`src/rpd_pkg.sv`:
```
// Shared types, constants and the CRC-8 helper for the RS-485 packet deframer.
// No dependencies; every other file in src refers to this package by scoped names.
package rpd_pkg;

    // Receive buffer depth of the firmware this block mirrors
    localparam int RX_BUFFER_SIZE = 1024;
    // Packet length must stay below this
    localparam logic [16:0] LEN_LIMIT = 17'(RX_BUFFER_SIZE - 6);
    localparam logic [15:0] LEN_FLOOR = 16'd8;

    localparam logic [7:0] CRC_POLY  = 8'h8C;
    localparam logic [7:0] ID_BASE   = 8'h10;
    localparam logic [7:0] BCAST_ADR = 8'hFF;

    // Configuration register indexes
    localparam int CFG_IDX_W = 2;
    localparam logic [CFG_IDX_W-1:0] CFG_UNIT_ID   = 2'd0;
    localparam logic [CFG_IDX_W-1:0] CFG_OWN_ADDR  = 2'd1;
    localparam logic [CFG_IDX_W-1:0] CFG_MIN_LEN   = 2'd2;
    localparam logic [CFG_IDX_W-1:0] CFG_END_CODE  = 2'd3;

    // Status codes
    localparam logic [2:0] ST_ACCEPTED  = 3'd0;
    localparam logic [2:0] ST_HDR_BAD   = 3'd1;
    localparam logic [2:0] ST_LEN_BAD   = 3'd2;
    localparam logic [2:0] ST_NO_END    = 3'd3;
    localparam logic [2:0] ST_CRC_BAD   = 3'd4;
    localparam logic [2:0] ST_NOT_ADDR  = 3'd5;

    typedef struct packed {
        logic [7:0]  unit_id;
        logic [7:0]  own_address;
        logic [15:0] min_packet_length;
        logic [7:0]  end_code;
    } cfg_t;

    typedef struct packed {
        logic [7:0] rx_byte;
        logic       frame_start;
    } item_t;

    typedef struct packed {
        logic [2:0]  status;
        logic [7:0]  sender_address;
        logic        is_broadcast;
        logic [15:0] packet_length;
    } result_t;

    // One byte of reflected CRC-8, polynomial 0x8C
    function automatic logic [7:0] crc8_update(input logic [7:0] crc, input logic [7:0] data);
        logic [7:0] x;
        x = crc ^ data;
        for (int i = 0; i < 8; i++)
        begin
            x = x[0] ? ((x >> 1) ^ CRC_POLY) : (x >> 1);
        end
        return x;
    endfunction

endpackage

```
`src/rs485_packet_deframer_crc8.sv`:
```
// RS-485 packet deframer with Dallas/Maxim CRC-8 header and packet checks.
// Throughput: one byte item per cycle, sustained while the result side keeps up.
// A status item for a packet's last byte passes the input register, then the result register
// (the CRC byte update sits between them), and moves on only while the result register is free
// or being taken.
// Reset (rst_n low, asynchronous) empties both registers, returns the tracker to idle
// and loads the configuration defaults: unit_id 0, own_address 1, min length 9, end code 4.
module rs485_packet_deframer_crc8 (
    input  logic                          clk,
    input  logic                          rst_n,
    input  logic                          in_valid,
    output logic                          in_ready,
    input  logic [7:0]                    rx_byte,
    input  logic                          frame_start,
    output logic                          out_valid,
    input  logic                          out_ready,
    output logic [2:0]                    status,
    output logic [7:0]                    sender_address,
    output logic                          is_broadcast,
    output logic [15:0]                   packet_length,
    input  logic                          cfg_valid,
    output logic                          cfg_ready,
    input  logic [rpd_pkg::CFG_IDX_W-1:0] cfg_index,
    input  logic [15:0]                   cfg_data
);

    rpd_pkg::cfg_t    cfg;
    rpd_pkg::item_t   in_item;
    rpd_pkg::item_t   s1_item;
    rpd_pkg::result_t res;
    rpd_pkg::result_t out_res;
    logic             s1_valid;
    logic             advance;
    logic             res_valid;
    logic             fire;

    assign cfg_ready = 1'b1;

    assign in_item.rx_byte     = rx_byte;
    assign in_item.frame_start = frame_start;

    assign fire = s1_valid && advance;

    rpd_cfg u_cfg (
        .clk      (clk),
        .rst_n    (rst_n),
        .wr_en    (cfg_valid && cfg_ready),
        .wr_index (cfg_index),
        .wr_data  (cfg_data),
        .cfg      (cfg)
    );

    rpd_in_stage u_in_stage (
        .clk      (clk),
        .rst_n    (rst_n),
        .in_valid (in_valid),
        .in_ready (in_ready),
        .in_item  (in_item),
        .advance  (advance),
        .s1_valid (s1_valid),
        .s1_item  (s1_item)
    );

    rpd_parser u_parser (
        .clk       (clk),
        .rst_n     (rst_n),
        .fire      (fire),
        .item      (s1_item),
        .cfg       (cfg),
        .res_valid (res_valid),
        .res       (res)
    );

    rpd_out_stage u_out_stage (
        .clk       (clk),
        .rst_n     (rst_n),
        .res_valid (res_valid),
        .res       (res),
        .advance   (advance),
        .out_valid (out_valid),
        .out_ready (out_ready),
        .out_res   (out_res)
    );

    assign status         = out_res.status;
    assign sender_address = out_res.sender_address;
    assign is_broadcast   = out_res.is_broadcast;
    assign packet_length  = out_res.packet_length;

endmodule

```
`src/rpd_cfg.sv`:
```
// Configuration register file of the packet deframer.
// Depends on rpd_pkg for the register indexes and the cfg_t struct.
module rpd_cfg (
    input  logic                          clk,
    input  logic                          rst_n,
    input  logic                          wr_en,
    input  logic [rpd_pkg::CFG_IDX_W-1:0] wr_index,
    input  logic [15:0]                   wr_data,
    output rpd_pkg::cfg_t                 cfg
);

    rpd_pkg::cfg_t cfg_reg;
    rpd_pkg::cfg_t cfg_next;

    always_comb
    begin
        cfg_next = cfg_reg;
        if (wr_en)
        begin
            unique case (wr_index)
                rpd_pkg::CFG_UNIT_ID:  cfg_next.unit_id           = wr_data[7:0];
                rpd_pkg::CFG_OWN_ADDR: cfg_next.own_address       = wr_data[7:0];
                rpd_pkg::CFG_MIN_LEN:  cfg_next.min_packet_length = wr_data;
                rpd_pkg::CFG_END_CODE: cfg_next.end_code          = wr_data[7:0];
                default:               cfg_next = cfg_reg;
            endcase
        end
    end

    always_ff @(posedge clk or negedge rst_n)
    begin
        if (!rst_n)
        begin
            cfg_reg.unit_id           <= 8'd0;
            cfg_reg.own_address       <= 8'd1;
            cfg_reg.min_packet_length <= 16'd9;
            cfg_reg.end_code          <= 8'd4;
        end
        else
        begin
            cfg_reg <= cfg_next;
        end
    end

    assign cfg = cfg_reg;

endmodule

```
`src/rpd_in_stage.sv`:
```
// Input register of the packet deframer: holds one received byte item.
// Depends on rpd_pkg for item_t.
module rpd_in_stage (
    input  logic           clk,
    input  logic           rst_n,
    input  logic           in_valid,
    output logic           in_ready,
    input  rpd_pkg::item_t in_item,
    input  logic           advance,
    output logic           s1_valid,
    output rpd_pkg::item_t s1_item
);

    logic           valid_reg;
    logic           valid_next;
    rpd_pkg::item_t item_reg;
    logic           load;

    assign in_ready = !valid_reg || advance;
    assign load     = in_valid && in_ready;

    always_comb
    begin
        if (load)
            valid_next = 1'b1;
        else if (advance)
            valid_next = 1'b0;
        else
            valid_next = valid_reg;
    end

    always_ff @(posedge clk or negedge rst_n)
    begin
        if (!rst_n)
            valid_reg <= 1'b0;
        else
            valid_reg <= valid_next;
    end

    // Payload needs no reset
    always_ff @(posedge clk)
    begin
        if (load)
            item_reg <= in_item;
    end

    assign s1_valid = valid_reg;
    assign s1_item  = item_reg;

endmodule

```
`src/rpd_parser.sv`:
```
// Packet state tracker: header decode, running CRC-8, length, trailer and address checks.
// Depends on rpd_pkg for item_t, cfg_t, result_t, status codes and crc8_update.
module rpd_parser (
    input  logic             clk,
    input  logic             rst_n,
    input  logic             fire,
    input  rpd_pkg::item_t   item,
    input  rpd_pkg::cfg_t    cfg,
    output logic             res_valid,
    output rpd_pkg::result_t res
);

    localparam logic [1:0] PH_IDLE   = 2'd0;
    localparam logic [1:0] PH_HEADER = 2'd1;
    localparam logic [1:0] PH_BODY   = 2'd2;

    localparam logic [15:0] POS_ID     = 16'd0;
    localparam logic [15:0] POS_DEST   = 16'd1;
    localparam logic [15:0] POS_SENDER = 16'd3;
    localparam logic [15:0] POS_LEN_LO = 16'd4;
    localparam logic [15:0] POS_LEN_HI = 16'd5;
    localparam logic [15:0] POS_HCRC   = 16'd6;

    logic [1:0]  phase_reg,    phase_next;
    logic [15:0] index_reg,    index_next;
    logic [7:0]  crc_reg,      crc_next;
    logic [15:0] length_reg,   length_next;
    logic [7:0]  dest_reg,     dest_next;
    logic [7:0]  sender_reg,   sender_next;
    logic        ok_reg,       ok_next;

    always_comb
    begin
        logic [1:0]  ph;
        logic [15:0] idx;
        logic [7:0]  crc;
        logic [15:0] len;
        logic [7:0]  dest;
        logic [7:0]  sender;
        logic        ok;
        logic [7:0]  b;
        logic        emit;
        logic [2:0]  st;
        logic        len_good;

        ph       = phase_reg;
        idx      = index_reg;
        crc      = crc_reg;
        len      = length_reg;
        dest     = dest_reg;
        sender   = sender_reg;
        ok       = ok_reg;
        b        = item.rx_byte;
        emit     = 1'b0;
        st       = rpd_pkg::ST_ACCEPTED;
        len_good = 1'b0;

        if (fire)
        begin
            // Start flag aborts whatever was in progress
            if (item.frame_start)
            begin
                ph     = PH_HEADER;
                idx    = 16'd0;
                crc    = 8'd0;
                len    = 16'd0;
                dest   = 8'd0;
                sender = 8'd0;
                ok     = 1'b0;
            end

            if (ph == PH_HEADER)
            begin
                if (idx == POS_ID)
                    ok = ({1'b0, b} == ({1'b0, rpd_pkg::ID_BASE} + {1'b0, cfg.unit_id}));
                if (idx == POS_DEST)
                    dest = b;
                if (idx == POS_SENDER)
                    sender = b;
                if (idx == POS_LEN_LO)
                    len = {len[15:8], b};
                if (idx == POS_LEN_HI)
                    len = {b, len[7:0]};

                len_good = (len >= cfg.min_packet_length) && (len >= rpd_pkg::LEN_FLOOR)
                           && ({1'b0, len} < rpd_pkg::LEN_LIMIT);

                if (idx >= POS_HCRC)
                begin
                    if (crc != b || !ok)
                    begin
                        emit = 1'b1;
                        st   = rpd_pkg::ST_HDR_BAD;
                    end
                    else if (!len_good)
                    begin
                        emit = 1'b1;
                        st   = rpd_pkg::ST_LEN_BAD;
                    end
                    else
                    begin
                        // Header CRC byte doubles as packet CRC for the shortest packet
                        ok  = 1'b1;
                        crc = rpd_pkg::crc8_update(crc, b);
                        ph  = PH_BODY;
                    end
                end
                else
                begin
                    crc = rpd_pkg::crc8_update(crc, b);
                end
                idx = idx + 16'd1;
            end
            else if (ph == PH_BODY)
            begin
                if (({1'b0, idx} + 17'd2) == {1'b0, len})
                    ok = (crc == b);
                crc = rpd_pkg::crc8_update(crc, b);
                if (({1'b0, idx} + 17'd1) >= {1'b0, len})
                begin
                    emit = 1'b1;
                    if (b != cfg.end_code)
                        st = rpd_pkg::ST_NO_END;
                    else if (!ok)
                        st = rpd_pkg::ST_CRC_BAD;
                    else if (dest != cfg.own_address && dest != rpd_pkg::BCAST_ADR)
                        st = rpd_pkg::ST_NOT_ADDR;
                    else
                        st = rpd_pkg::ST_ACCEPTED;
                end
                idx = idx + 16'd1;
            end
            else
            begin
                // Stray byte outside a packet: drop
                ph = PH_IDLE;
            end

            if (emit)
                ph = PH_IDLE;
        end

        phase_next  = ph;
        index_next  = idx;
        crc_next    = crc;
        length_next = len;
        dest_next   = dest;
        sender_next = sender;
        ok_next     = ok;

        res_valid          = emit;
        res.status         = st;
        res.sender_address = sender;
        res.is_broadcast   = (dest == rpd_pkg::BCAST_ADR);
        res.packet_length  = len;
    end

    always_ff @(posedge clk or negedge rst_n)
    begin
        if (!rst_n)
        begin
            phase_reg  <= PH_IDLE;
            index_reg  <= 16'd0;
            crc_reg    <= 8'd0;
            length_reg <= 16'd0;
            dest_reg   <= 8'd0;
            sender_reg <= 8'd0;
            ok_reg     <= 1'b0;
        end
        else
        begin
            phase_reg  <= phase_next;
            index_reg  <= index_next;
            crc_reg    <= crc_next;
            length_reg <= length_next;
            dest_reg   <= dest_next;
            sender_reg <= sender_next;
            ok_reg     <= ok_next;
        end
    end

endmodule

```
`src/rpd_out_stage.sv`:
```
// Result register of the packet deframer with valid/ready toward the consumer.
// Depends on rpd_pkg for result_t.
module rpd_out_stage (
    input  logic             clk,
    input  logic             rst_n,
    input  logic             res_valid,
    input  rpd_pkg::result_t res,
    output logic             advance,
    output logic             out_valid,
    input  logic             out_ready,
    output rpd_pkg::result_t out_res
);

    logic             valid_reg;
    logic             valid_next;
    rpd_pkg::result_t res_reg;

    // Pipeline moves when the result slot is empty or being taken
    assign advance = !valid_reg || out_ready;

    always_comb
    begin
        if (advance)
            valid_next = res_valid;
        else
            valid_next = valid_reg;
    end

    always_ff @(posedge clk or negedge rst_n)
    begin
        if (!rst_n)
            valid_reg <= 1'b0;
        else
            valid_reg <= valid_next;
    end

    always_ff @(posedge clk)
    begin
        if (advance && res_valid)
            res_reg <= res;
    end

    assign out_valid = valid_reg;
    assign out_res   = res_reg;

endmodule

```
`config.mk`:
```
export PLATFORM = sky130hd
export DESIGN_NAME = rs485_packet_deframer_crc8
export DESIGN_NICKNAME = d
export VERILOG_FILES = /design/src/rpd_pkg.sv /design/src/rs485_packet_deframer_crc8.sv /design/src/rpd_cfg.sv /design/src/rpd_in_stage.sv /design/src/rpd_parser.sv /design/src/rpd_out_stage.sv
export SDC_FILE = /design/constraint.sdc
export NUM_CORES = 1
export LEC_CHECK = 0
export BUFFER_PORTS_ARGS = -buffer_cell sky130_fd_sc_hd__buf_2
export CAP_MARGIN = 20
export CORE_MARGIN = 5
export CORE_UTILIZATION = 25
export DETAILED_ROUTE_END_ITERATION = 6
export MAX_ROUTING_LAYER = met4
export PLACE_DENSITY = 0.47
export SETUP_SLACK_MARGIN = 0.3
export SYNTH_ARGS = -nofsm -noshare
export SYNTH_HDL_FRONTEND = slang
export SYNTH_SLANG_ARGS = --single-unit
```
`constraint.sdc`:
```
create_clock -name clk -period 11.6 [get_ports clk]
set_input_delay 1.16 -clock clk [delete_from_list [all_inputs] [get_ports clk]]
set_output_delay 1.16 -clock clk [all_outputs]
set_load 0.005 [all_outputs]
```
==> results of run 1 <==
## worst paths after layout
| check | to | cells past startpoint |
|---|---|---|
| worst max-delay path | u_out_stage.out_res[23] | 16 |
| worst min-delay path | u_parser.crc_reg[4] | 1 |
| worst max register to register | u_out_stage.out_res[23] | 16 |
| worst min register to register | u_parser.crc_reg[4] | 1 |
| max in group asynchronous | u_parser.length_reg[12] | 2 |
| min in group asynchronous | u_cfg.cfg[7] | 1 |
## cells by family after synthesis
kind of cell	count (synthesis)	synth area share, %
AND/OR/NAND/NOR	258	16.4
AO/OA/AOI/OAI	150	12.4
flip-flops	138	43.6
buffers and inverters	82	4.25
XOR/XNOR	74	7.76
multiplexers	74	9.91
adder cells (fa/ha/maj)	38	5.69
other	1	0.0449
## layout make-up
class | instances | share of cell area (%)
clock inverters | 15 | 2.05
inverters | 37 | 1.43
flip-flops and latches | 138 | 37.5
well taps | 448 | 5.76
repair buffers | 71 | 3.94
clock buffers | 17 | 4.37
multi-input cells | 595 | 45.0
## critical path, cell delays in order (launching register included)
cell	delay [ns]
edfxtp_1	0.43
inv_2	0.39
nand2_1	0.18
inv_1	0.15
ha_1	0.20
nand2_1	0.10
nor3_4	0.53
o21ai_0	0.25
ha_1	0.37
a2111o_1	0.42
a31oi_1	0.13
o21ai_0	0.11
a32oi_1	0.17
nor2_1	0.15
a31oi_4	0.34
a21oi_1	0.20
nor2_4	0.73
## power by group
part | total, mW | internal [mW] | switching [mW]
registers | 0.687 | 0.590 | 0.0971
logic | 0.517 | 0.229 | 0.287
clock network | 0.586 | 0.360 | 0.226
total | 1.79 | 1.18 | 0.610
## layer usage
layer / up-vias / GRT usage (%) / wire [um]
met3: 17 / 2.79 / 1100
li1: 3052 / - / -
met1: 3054 / 19.6 / 12000
met5: - / - / 0
met2: 127 / 20.5 / 10800
met4: 0 / 3.37 / 286
## placed cells by master (no fill, tap or decap), types with 9 or more instances in the layout
| cell type | Yosys | layout |
|---|---|---|
| mux2_2 | 65 | 65 |
| nand2_1 | 70 | 70 |
| dfrtp_1 | 97 | 97 |
| buf_2 | 8 | 60 |
| a31oi_1 | 9 | 9 |
| nor4_1 | 11 | 11 |
| nand2b_1 | 11 | 11 |
| a22o_1 | 12 | 12 |
| edfxtp_1 | 37 | 37 |
| ha_1 | 38 | 38 |
| a21oi_1 | 22 | 22 |
| nand4_1 | 16 | 16 |
| clkbuf_16 | 0 | 17 |
| nor3_1 | 10 | 10 |
| nor2_1 | 53 | 52 |
| nor2b_1 | 18 | 18 |
| xnor2_1 | 45 | 45 |
| o211ai_1 | 9 | 9 |
| nand3_1 | 25 | 25 |
| buf_4 | 2 | 11 |
| xor2_1 | 29 | 29 |
| o21ai_0 | 39 | 39 |
| inv_1 | 36 | 36 |
## stage by stage
step | hold slack, ns | worst slack (ns) | area (um^2) | instances
floorplan | 0.465 | 5.95 | 8360 | 815
global placement | 0.480 | 6.44 | 9100 | 1289
detailed placement | 0.485 | 6.29 | 9100 | 1289
CTS | 0.504 | 6.27 | 9730 | 1321
global route | 0.512 | 5.85 | 9730 | 1321
finish | 0.506 | 6.34 | 9730 | 1321
==> flow_metrics.py, run 1 <==
metrics = {
    "layout": {
        "drive_gt1_share_pct": 21.3,
        "syn_to_final_growth_pct": 16.4,
        "final_nets": 930,
        "fill_cells": 3508,
        "multi_input_area_um2": 4380,
        "seqCellArea_um2": 3640,
        "largest_register_ffs": 40,
        "fin_util_pct": 29.2,
        "diodes": 0,
    },
    "detailed_routing": {
        "drtIter0Drc": 337,
        "num_vias": 6250,
        "ant_nets": 0,
        "wire_per_inst_um": 18.3,
        "routed_wirelength_um": 24200,
        "first_pass_iters": 4,
        "drcViolationCount": 0,
        "viasPerCell": 4.73,
    },
    "grt": {
        "grt_pass1_vias": 6312,
        "grt_max_degree": 65,
        "grt_util_all_layers_pct": 13.9,
        "overflow": 0,
        "antenna_found_initial": 1,
        "grt_first_pass_wirelength_um": 38100,
    },
    "clock_tree": {
        "cts.sink_count": 138,
        "root_buffer": "clkbuf_16",
        "path_clk_slew_ns": 0.06,
        "cts_tree": "built",
        "clock_path_buffers": 2,
        "cts_buffers": 17,
        "ctsHoldBuffers": 0,
        "cts_setup_buffers": 0,
        "insertion_delay_ns": 0.44,
        "htreeDepth": 4,
        "post_cts_resized": 0,
    },
    "die": {
        "start_util_pct": 25.1,
        "dieArea_um2": 37200,
        "num_rows": 67,
        "io_pins": 63,
        "fp.coreArea_um2": 33300,
        "die_h_um": 193,
        "die_x_um": 193,
    },
    "power_and_ir_drop": {
        "power_density_nw_per_um2": 184,
        "p_leak_nw": 3.99,
        "peakVddDrop_uv": 114,
        "total_power_mw": 1.79,
    },
    "placement": {
        "place.gp.congestion": 0.885,
        "hpwl_um": 17700,
        "port_buffers": 61,
    },
    "setup_path": {
        "critPathCaptureType": "flip-flop",
        "worstSetupStartpoint": "u_in_stage.s1_item[0]",
        "critPathMaxFanout": 28,
        "r2r_slack_ns": 6.34,
        "r2r_start": "u_in_stage.s1_item[0]",
        "cp-start-kind": "flip-flop",
        "required_ns": 11.65,
        "crit_type": "flip-flop to flip-flop",
        "critPathArrivalTime_ns": 5.31,
    },
    "timing": {
        "worst_pin_slew_ns": 1.01,
        "finalMaxSlewViolations": 0,
        "period_share_pct": 45.3,
        "relSlewSlack_pct": 32.7,
        "setup_viol": 0,
        "max_freq_mhz": 190,
        "skew_ns": 0.0207,
        "hold_violations": 0,
        "post-route-min-period_ns": 5.26,
        "grt_setup_unrepaired": "no",
        "finalSetupTns_ns": 0,
    },
    "yosys": {
        "ys_ff_latch": 138,
        "async_flop_share_pct": 73.2,
        "synthFlopType": "dfrtp_1",
        "synth_area_leaders": "dfrtp_1 (29%), edfxtp_1 (13%), mux2_2 (8.8%), ha_1 (5.7%), xnor2_1 (4.7%)",
        "yosys-top-cells-count": "dfrtp_1 (97), nand2_1 (70), mux2_2 (65)",
        "yosys.cell_types.count": 73,
        "synth_top_area_share_pct": 29.1,
        "synthesis.area_um2": 8360,
        "syn_inst": 815,
        "synth_warnings": 0,
        "synth_area_per_cell_um2": 10.3,
        "yosys.area.top_type": "dfrtp_1",
        "syn-num-nets": 885,
        "ys_seq_area_share_pct": 43.6,
        "yosysMostFrequentCell": "dfrtp_1",
        "synth_edf_count": 37,
    },
    "hold_path": {
        "hold_path.class": "flip-flop to flip-flop",
        "hold_path_startpoint": "u_parser.crc_reg[4]",
    },
    "run_status": {
        "status": "finished, final reports clean",
    },
    "job": {
        "drv_cap": 0,
    },
}
Note: power is estimated with default switching activity, not from simulation.
==> run 2: changes to the inputs <==
--- a/config.mk
+++ b/config.mk
@@ -5,13 +5,14 @@
 export SDC_FILE = /design/constraint.sdc
 export NUM_CORES = 1
 export LEC_CHECK = 0
+export ABC_AREA = 1
 export BUFFER_PORTS_ARGS = -buffer_cell sky130_fd_sc_hd__buf_2
 export CAP_MARGIN = 20
 export CORE_MARGIN = 5
 export CORE_UTILIZATION = 25
 export DETAILED_ROUTE_END_ITERATION = 6
 export MAX_ROUTING_LAYER = met4
-export PLACE_DENSITY = 0.47
+export PLACE_DENSITY = 0.48
 export SETUP_SLACK_MARGIN = 0.3
 export SYNTH_ARGS = -nofsm -noshare
 export SYNTH_HDL_FRONTEND = slang
==> constraint.sdc (replaced) <==
create_clock -name clk -period 4.5 [get_ports clk]
set_input_delay 0.45 -clock clk [delete_from_list [all_inputs] [get_ports clk]]
set_output_delay 0.45 -clock clk [all_outputs]
set_load 0.005 [all_outputs]
==> flow_metrics.py, run 2 <==
metrics = {
    "yosys": {
        "synth_top_area_share_pct": 29.1,
        "syn-num-nets": 1122,
        "ys_ff_latch": 138,
        "yosys-top-cells-count": "nand2_1 (253), inv_1 (129), dfrtp_1 (97)",
        "yosys.area.top_type": "dfrtp_1",
        "syn_inst": 1052,
        "async_flop_share_pct": 73.2,
        "synthesis.area_um2": 8350,
        "synth_area_per_cell_um2": 7.93,
        "synth_area_leaders": "dfrtp_1 (29%), edfxtp_1 (13%), nand2_1 (11%), inv_1 (5.8%), ha_1 (5.7%)",
        "yosysMostFrequentCell": "nand2_1",
        "ys_seq_area_share_pct": 43.7,
        "synthFlopType": "dfrtp_1",
        "yosys.cell_types.count": 47,
        "synth_warnings": 0,
        "synth_edf_count": 37,
    },
    "placement": {
        "place_ws_ns": 0.369,
        "place.gp.congestion": 0.895,
        "hpwl_um": 18900,
        "port_buffers": 61,
        "placed_cells": 1551,
    },
    "layout": {
        "diodes": 0,
        "fin_util_pct": 29.6,
        "syn_to_final_growth_pct": 18.1,
        "final_nets": 1193,
        "finalNonFillerCells": 1584,
        "largest_register_ffs": 40,
        "drive_gt1_share_pct": 13.9,
        "fill_cells": 3601,
        "mostFrequentLayoutCells": "nand2_1 (253), inv_1 (129), dfrtp_1 (97), o21ai_0 (93), nor2_1 (80)",
        "layout_commonest_cell": "nand2_1",
        "multi_input_area_um2": 4090,
        "seqCellArea_um2": 3640,
    },
    "die": {
        "start_util_pct": 25.1,
        "fp.coreArea_um2": 33300,
        "num_rows": 67,
        "io_pins": 63,
        "die_x_um": 193,
        "die_h_um": 193,
        "dieArea_um2": 37100,
    },
    "setup_path": {
        "r2r_start": "u_in_stage.s1_item[0]",
        "slowest_delay_ns": 0.42,
        "r2r_slack_ns": 0.63,
        "crit_chain": "inv_2 -> nand2_1 -> inv_1 -> ha_1 -> nand3_1 -> nor2_4 -> nand2_4 -> nand2_1 -> o21ai_2 -> ha_1 -> nand2_1 -> inv_1 -> nand3_1 -> nor3_1 -> nand2_1 -> nand3_1 -> nand4_4 -> nand2_4 -> nor2_4 -> nor2_4 -> nor2_4 -> buf_6",
        "cp_num_buf_inv": 4,
        "critPathArrivalTime_ns": 4.04,
        "crit_type": "flip-flop to flip-flop",
        "cp_slowest_cell": "edfxtp_1",
        "r2r_cells": 22,
        "cp-start-kind": "flip-flop",
        "required_ns": 4.67,
        "critPathMaxFanout": 18,
        "critPathCaptureType": "flip-flop",
        "rr_endpoint": "u_out_stage.out_res[7]",
        "crit_family": "simple AND/OR/NAND/NOR gates",
    },
    "grt": {
        "grt_util_all_layers_pct": 14.2,
        "antenna_found_initial": 0,
        "grt_pass1_vias": 6738,
        "grt_max_degree": 51,
        "overflow": 0,
        "grt_first_pass_wirelength_um": 39200,
    },
    "hold_path": {
        "min_to": "u_in_stage.s1_item[8]",
        "hold_path.class": "input pin to flip-flop",
        "holdPathStages": 1,
        "hold_path_startpoint": "rx_byte[7]",
    },
    "clock_tree": {
        "path_clk_slew_ns": 0.07,
        "clock_path_buffers": 2,
        "cts.sink_count": 138,
        "cts_buffers": 17,
        "cts_tree": "built",
        "insertion_delay_ns": 0.43,
        "htreeDepth": 4,
        "cts_setup_buffers": 0,
        "root_buffer": "clkbuf_16",
    },
    "detailed_routing": {
        "viasPerCell": 4.48,
        "num_vias": 7094,
        "drtIter0Drc": 427,
        "routed_wirelength_um": 24900,
        "first_pass_iters": 5,
        "drcViolationCount": 0,
        "wire_per_inst_um": 15.7,
        "ant_nets": 0,
    },
    "timing": {
        "skew_ns": 0.00925,
        "timing.final.ws_setup_ns": 0.632,
        "relSlewSlack_pct": 36.9,
        "grt_setup_unrepaired": "no",
        "max_freq_mhz": 259,
        "setup_viol": 0,
        "period_share_pct": 85.9,
        "post-route-min-period_ns": 3.87,
        "finalMaxSlewViolations": 0,
        "worst_pin_slew_ns": 0.944,
        "hold_violations": 0,
        "finalSetupTns_ns": 0,
    },
    "power_and_ir_drop": {
        "peakVddDrop_uv": 230,
        "p_leak_nw": 4.63,
        "power_density_nw_per_um2": 477,
    },
    "run_status": {
        "status": "finished, final reports clean",
    },
    "job": {
        "drv_cap": 0,
    },
}
-- run 2: metal layers --
layer | global-route usage [%] | vias up | share of wire (%)
met5 | - | - | 0
met3 | 2.26 | 24 | 3.9
li1 | - | 3579 | -
met1 | 19.4 | 3340 | 48
met4 | 3.76 | 0 | 1.7
met2 | 21.8 | 151 | 46
-- run 2: logic make-up after synthesis --
family / synth area share, %
compound gates: 11.1
xor+xnor: 6.45
fa+ha+maj: 5.70
buf+inv: 7.76
flops: 43.7
other cells: 0.0449
simple gates: 25.3
-- run 2: layout make-up --
type / instances / share of cell area (%)
Clock inverter: 13 / 1.60
Inverter: 132 / 5.03
Tap cell: 448 / 5.69
Sequential cell: 138 / 37.0
Multi-Input combinational cell: 752 / 41.5
Timing Repair Buffer: 82 / 4.78
Clock buffer: 19 / 4.49
-- run 2: timing repair --
item	in CTS	in global routing
gates resized for setup	0	7
endpoints found under the hold margin	24	0
setup endpoints to repair	0	28
hold buffers	1	0
-- run 2: worst register-to-register path, stage by stage, from the launching register on --
cell and delay (ns):
edfxtp_1 0.42, inv_2 0.13, nand2_1 0.08, inv_1 0.11, ha_1 0.20, nand3_1 0.13, nor2_4 0.26, nand2_4 0.14
nand2_1 0.10, o21ai_2 0.08, ha_1 0.31, nand2_1 0.07, inv_1 0.05, nand3_1 0.08, nor3_1 0.24, nand2_1 0.08
nand3_1 0.20, nand4_4 0.27, nand2_4 0.22, nor2_4 0.05, nor2_4 0.14, nor2_4 0.05, buf_6 0.20
-- run 2: how the worst max path moves through the flow --
stage                                     start                       to  slack [ns]  cells after the start
after floorplan           u_in_stage.s1_item[0]   u_out_stage.out_res[0]        0.33                     24
after global placement    u_in_stage.s1_item[0]  u_out_stage.out_res[13]        0.40                     19
after detailed placement  u_in_stage.s1_item[0]   u_out_stage.out_res[7]        0.37                     19
after CTS                 u_in_stage.s1_item[0]   u_out_stage.out_res[8]        0.34                     19
after global routing      u_in_stage.s1_item[0]   u_out_stage.out_res[1]        0.32                     21
final                     u_in_stage.s1_item[0]   u_out_stage.out_res[7]        0.63                     22
-- run 2: power by group --
part | leakage [nW] | internal [mW] | switching [mW]
registers | 1.64 | 1.54 | 0.137
clock network | 0.291 | 0.850 | 0.606
logic | 2.70 | 0.547 | 1.02
-- run 2: metrics by stage --
stage | hold slack, ns | total power [mW] | cell area (um^2)
floorplan | 0.154 | 2.78 | 8350
global placement | 0.403 | 3.27 | 9220
detailed placement | 0.404 | 3.27 | 9220
CTS | 0.165 | 4.75 | 9830
global route | 0.175 | 5.05 | 9860
finish | 0.190 | 4.70 | 9860
==> run 3: changes to the inputs <==
--- a/config.mk
+++ b/config.mk
@@ -10,9 +10,11 @@
 export CAP_MARGIN = 20
 export CORE_MARGIN = 5
 export CORE_UTILIZATION = 25
+export CTS_BUF_LIST = sky130_fd_sc_hd__clkbuf_2 sky130_fd_sc_hd__clkbuf_4 sky130_fd_sc_hd__clkbuf_8
 export DETAILED_ROUTE_END_ITERATION = 6
 export MAX_ROUTING_LAYER = met4
 export PLACE_DENSITY = 0.48
+export RECOVER_POWER = 100
 export SETUP_SLACK_MARGIN = 0.3
 export SYNTH_ARGS = -nofsm -noshare
 export SYNTH_HDL_FRONTEND = slang
==> flow_metrics.py, run 3 (synthesized netlist as in run 2, its figures left out) <==
metrics = {
    "timing": {
        "timing.final.ws_setup_ns": 0.488,
        "skew_ns": 0.0197,
        "post-route-min-period_ns": 4.01,
        "relSlewSlack_pct": -7.51,
        "period_share_pct": 89.1,
        "grt_setup_unrepaired": "no",
        "hold_violations": 0,
        "finalSetupTns_ns": 0,
        "finalMaxSlewViolations": 55,
        "worst_pin_slew_ns": 1.61,
        "setup_viol": 0,
        "max_freq_mhz": 249,
    },
    "layout": {
        "drive_gt1_share_pct": 10.7,
        "mostFrequentLayoutCells": "nand2_1 (253), inv_1 (130), dfrtp_1 (97), o21ai_0 (94), nor2_1 (80)",
        "largest_register_ffs": 40,
        "final_nets": 1193,
        "diodes": 0,
        "fin_util_pct": 28.9,
        "layout_commonest_cell": "nand2_1",
        "syn_to_final_growth_pct": 15.1,
        "final_cell_area_um2": 9610,
    },
    "clock_tree": {
        "insertion_delay_ns": 0.47,
        "cts_setup_buffers": 0,
        "root_buffer": "clkbuf_8",
        "htreeDepth": 4,
        "cts_buffers": 17,
        "path_clk_slew_ns": 0.09,
        "cts_tree": "built",
        "cts.sink_count": 138,
        "clock_path_buffers": 2,
    },
    "setup_path": {
        "crit_type": "flip-flop to flip-flop",
        "critPathArrivalTime_ns": 4.17,
        "r2r_start": "u_in_stage.s1_item[0]",
        "r2r_cells": 19,
        "rr_endpoint": "u_out_stage.out_res[1]",
        "critPathCaptureType": "flip-flop",
        "cp-start-kind": "flip-flop",
        "critPathMaxFanout": 18,
        "r2r_slack_ns": 0.49,
        "required_ns": 4.65,
    },
    "grt": {
        "grt_pass1_vias": 6744,
        "grt_first_pass_wirelength_um": 39200,
        "grt_max_degree": 51,
        "antenna_found_initial": 0,
        "grt_util_all_layers_pct": 14.1,
        "overflow": 0,
    },
    "power_and_ir_drop": {
        "peakVddDrop_uv": 179,
        "power_density_nw_per_um2": 449,
        "p_leak_nw": 4.44,
        "total_power_mw": 4.32,
    },
    "placement": {
        "place_ws_ns": 0.369,
        "hpwl_um": 18900,
        "dpl_cell_area_um2": 9220,
        "port_buffers": 61,
        "place.gp.congestion": 0.895,
    },
    "detailed_routing": {
        "drcViolationCount": 0,
        "wire_per_inst_um": 15.8,
        "first_pass_iters": 6,
        "viasPerCell": 4.49,
        "ant_nets": 0,
        "num_vias": 7106,
        "drtIter0Drc": 445,
        "routed_wirelength_um": 25000,
    },
    "hold_path": {
        "holdPathStages": 1,
        "hold_path_startpoint": "rx_byte[7]",
        "min_to": "u_in_stage.s1_item[8]",
        "hold_path.class": "input pin to flip-flop",
    },
    "die": {
        "start_util_pct": 25.1,
        "fp.coreArea_um2": 33300,
        "die_x_um": 193,
        "num_rows": 67,
        "dieArea_um2": 37100,
        "io_pins": 63,
        "die_h_um": 193,
    },
    "run_status": {
        "status": "complete, but fails checks",
        "failed_checks": "capacitance limit, slew limit",
    },
    "job": {
        "drv_cap": 2,
    },
}
==> run 3: changes by cell type in the layout (fill, tap and decap cells not counted), sizes merged <==
cell,change
buf,-37
clkbuf,+37
==> run 3: worst max path at each step <==
stage | start | endpoint
final | u_in_stage.s1_item[0] | u_out_stage.out_res[1]
after global routing | u_in_stage.s1_item[0] | u_out_stage.out_res[1]
after CTS | u_in_stage.s1_item[0] | u_out_stage.out_res[8]
after detailed placement | u_in_stage.s1_item[0] | u_out_stage.out_res[7]
after global placement | u_in_stage.s1_item[0] | u_out_stage.out_res[13]
after floorplan | u_in_stage.s1_item[0] | u_out_stage.out_res[0]
==> run 3: area by class of cell <==
| type | instances | area [um^2] |
|---|---|---|
| sequential | 138 | 3640 |
| tap | 448 | 561 |
| clock buffer | 19 | 255 |
| timing repair buffer | 82 | 407 |
| multi-input combinational | 752 | 4090 |
| inverter | 132 | 495 |
| fill | 3641 | 23700 |
| clock inverter | 13 | 158 |
==> run 3: where the power goes <==
part / total, mW / internal (mW) / leakage [nW] / switching [mW]
Clock: 1.09 / 0.532 / 0.207 / 0.561
Combinational: 1.55 / 0.526 / 2.59 / 1.02
Sequential: 1.68 / 1.54 / 1.64 / 0.138
Total: 4.32 / 2.60 / 4.44 / 1.72
==> run 3: worst max-delay path: stages (launching register included) <==
cell	delay [ns]
edfxtp_1	0.42
inv_1	0.18
clkbuf_1	0.73
nand2_1	0.31
nand2_1	0.15
o21ai_1	0.10
inv_1	0.07
ha_1	0.23
a21oi_1	0.13
o21ai_0	0.08
nand2_1	0.06
o211ai_1	0.07
nand2_1	0.06
nand3_1	0.17
nand4_4	0.27
nand2_4	0.14
nor2_4	0.12
nor2_4	0.05
nor2_4	0.09
buf_6	0.23
==> run 3: timing repair <==
item / in CTS / in global routing
endpoints found under the setup margin: 0 / 28
resized for setup: 0 / 7
hold buffers: 1 / 0
hold endpoints to repair: 24 / 0
==> run 3: metrics by stage <==
stage | hold WS, ns | instances
5_1_grt | 0.118 | 1584
4_1_cts | 0.121 | 1584
2_1_floorplan | 0.154 | 1052
3_3_place_gp | 0.403 | 1551
3_5_place_dp | 0.404 | 1551
6_report | 0.151 | 1584
==> run 3: layer usage <==
metal	up-vias	global-route usage [%]	share of wire (%)
met2	160	21.7	46
met3	23	2.33	4.2
met4	0	3.84	1.7
li1	3580	-	-
met1	3343	19.4	48
met5	-	-	0
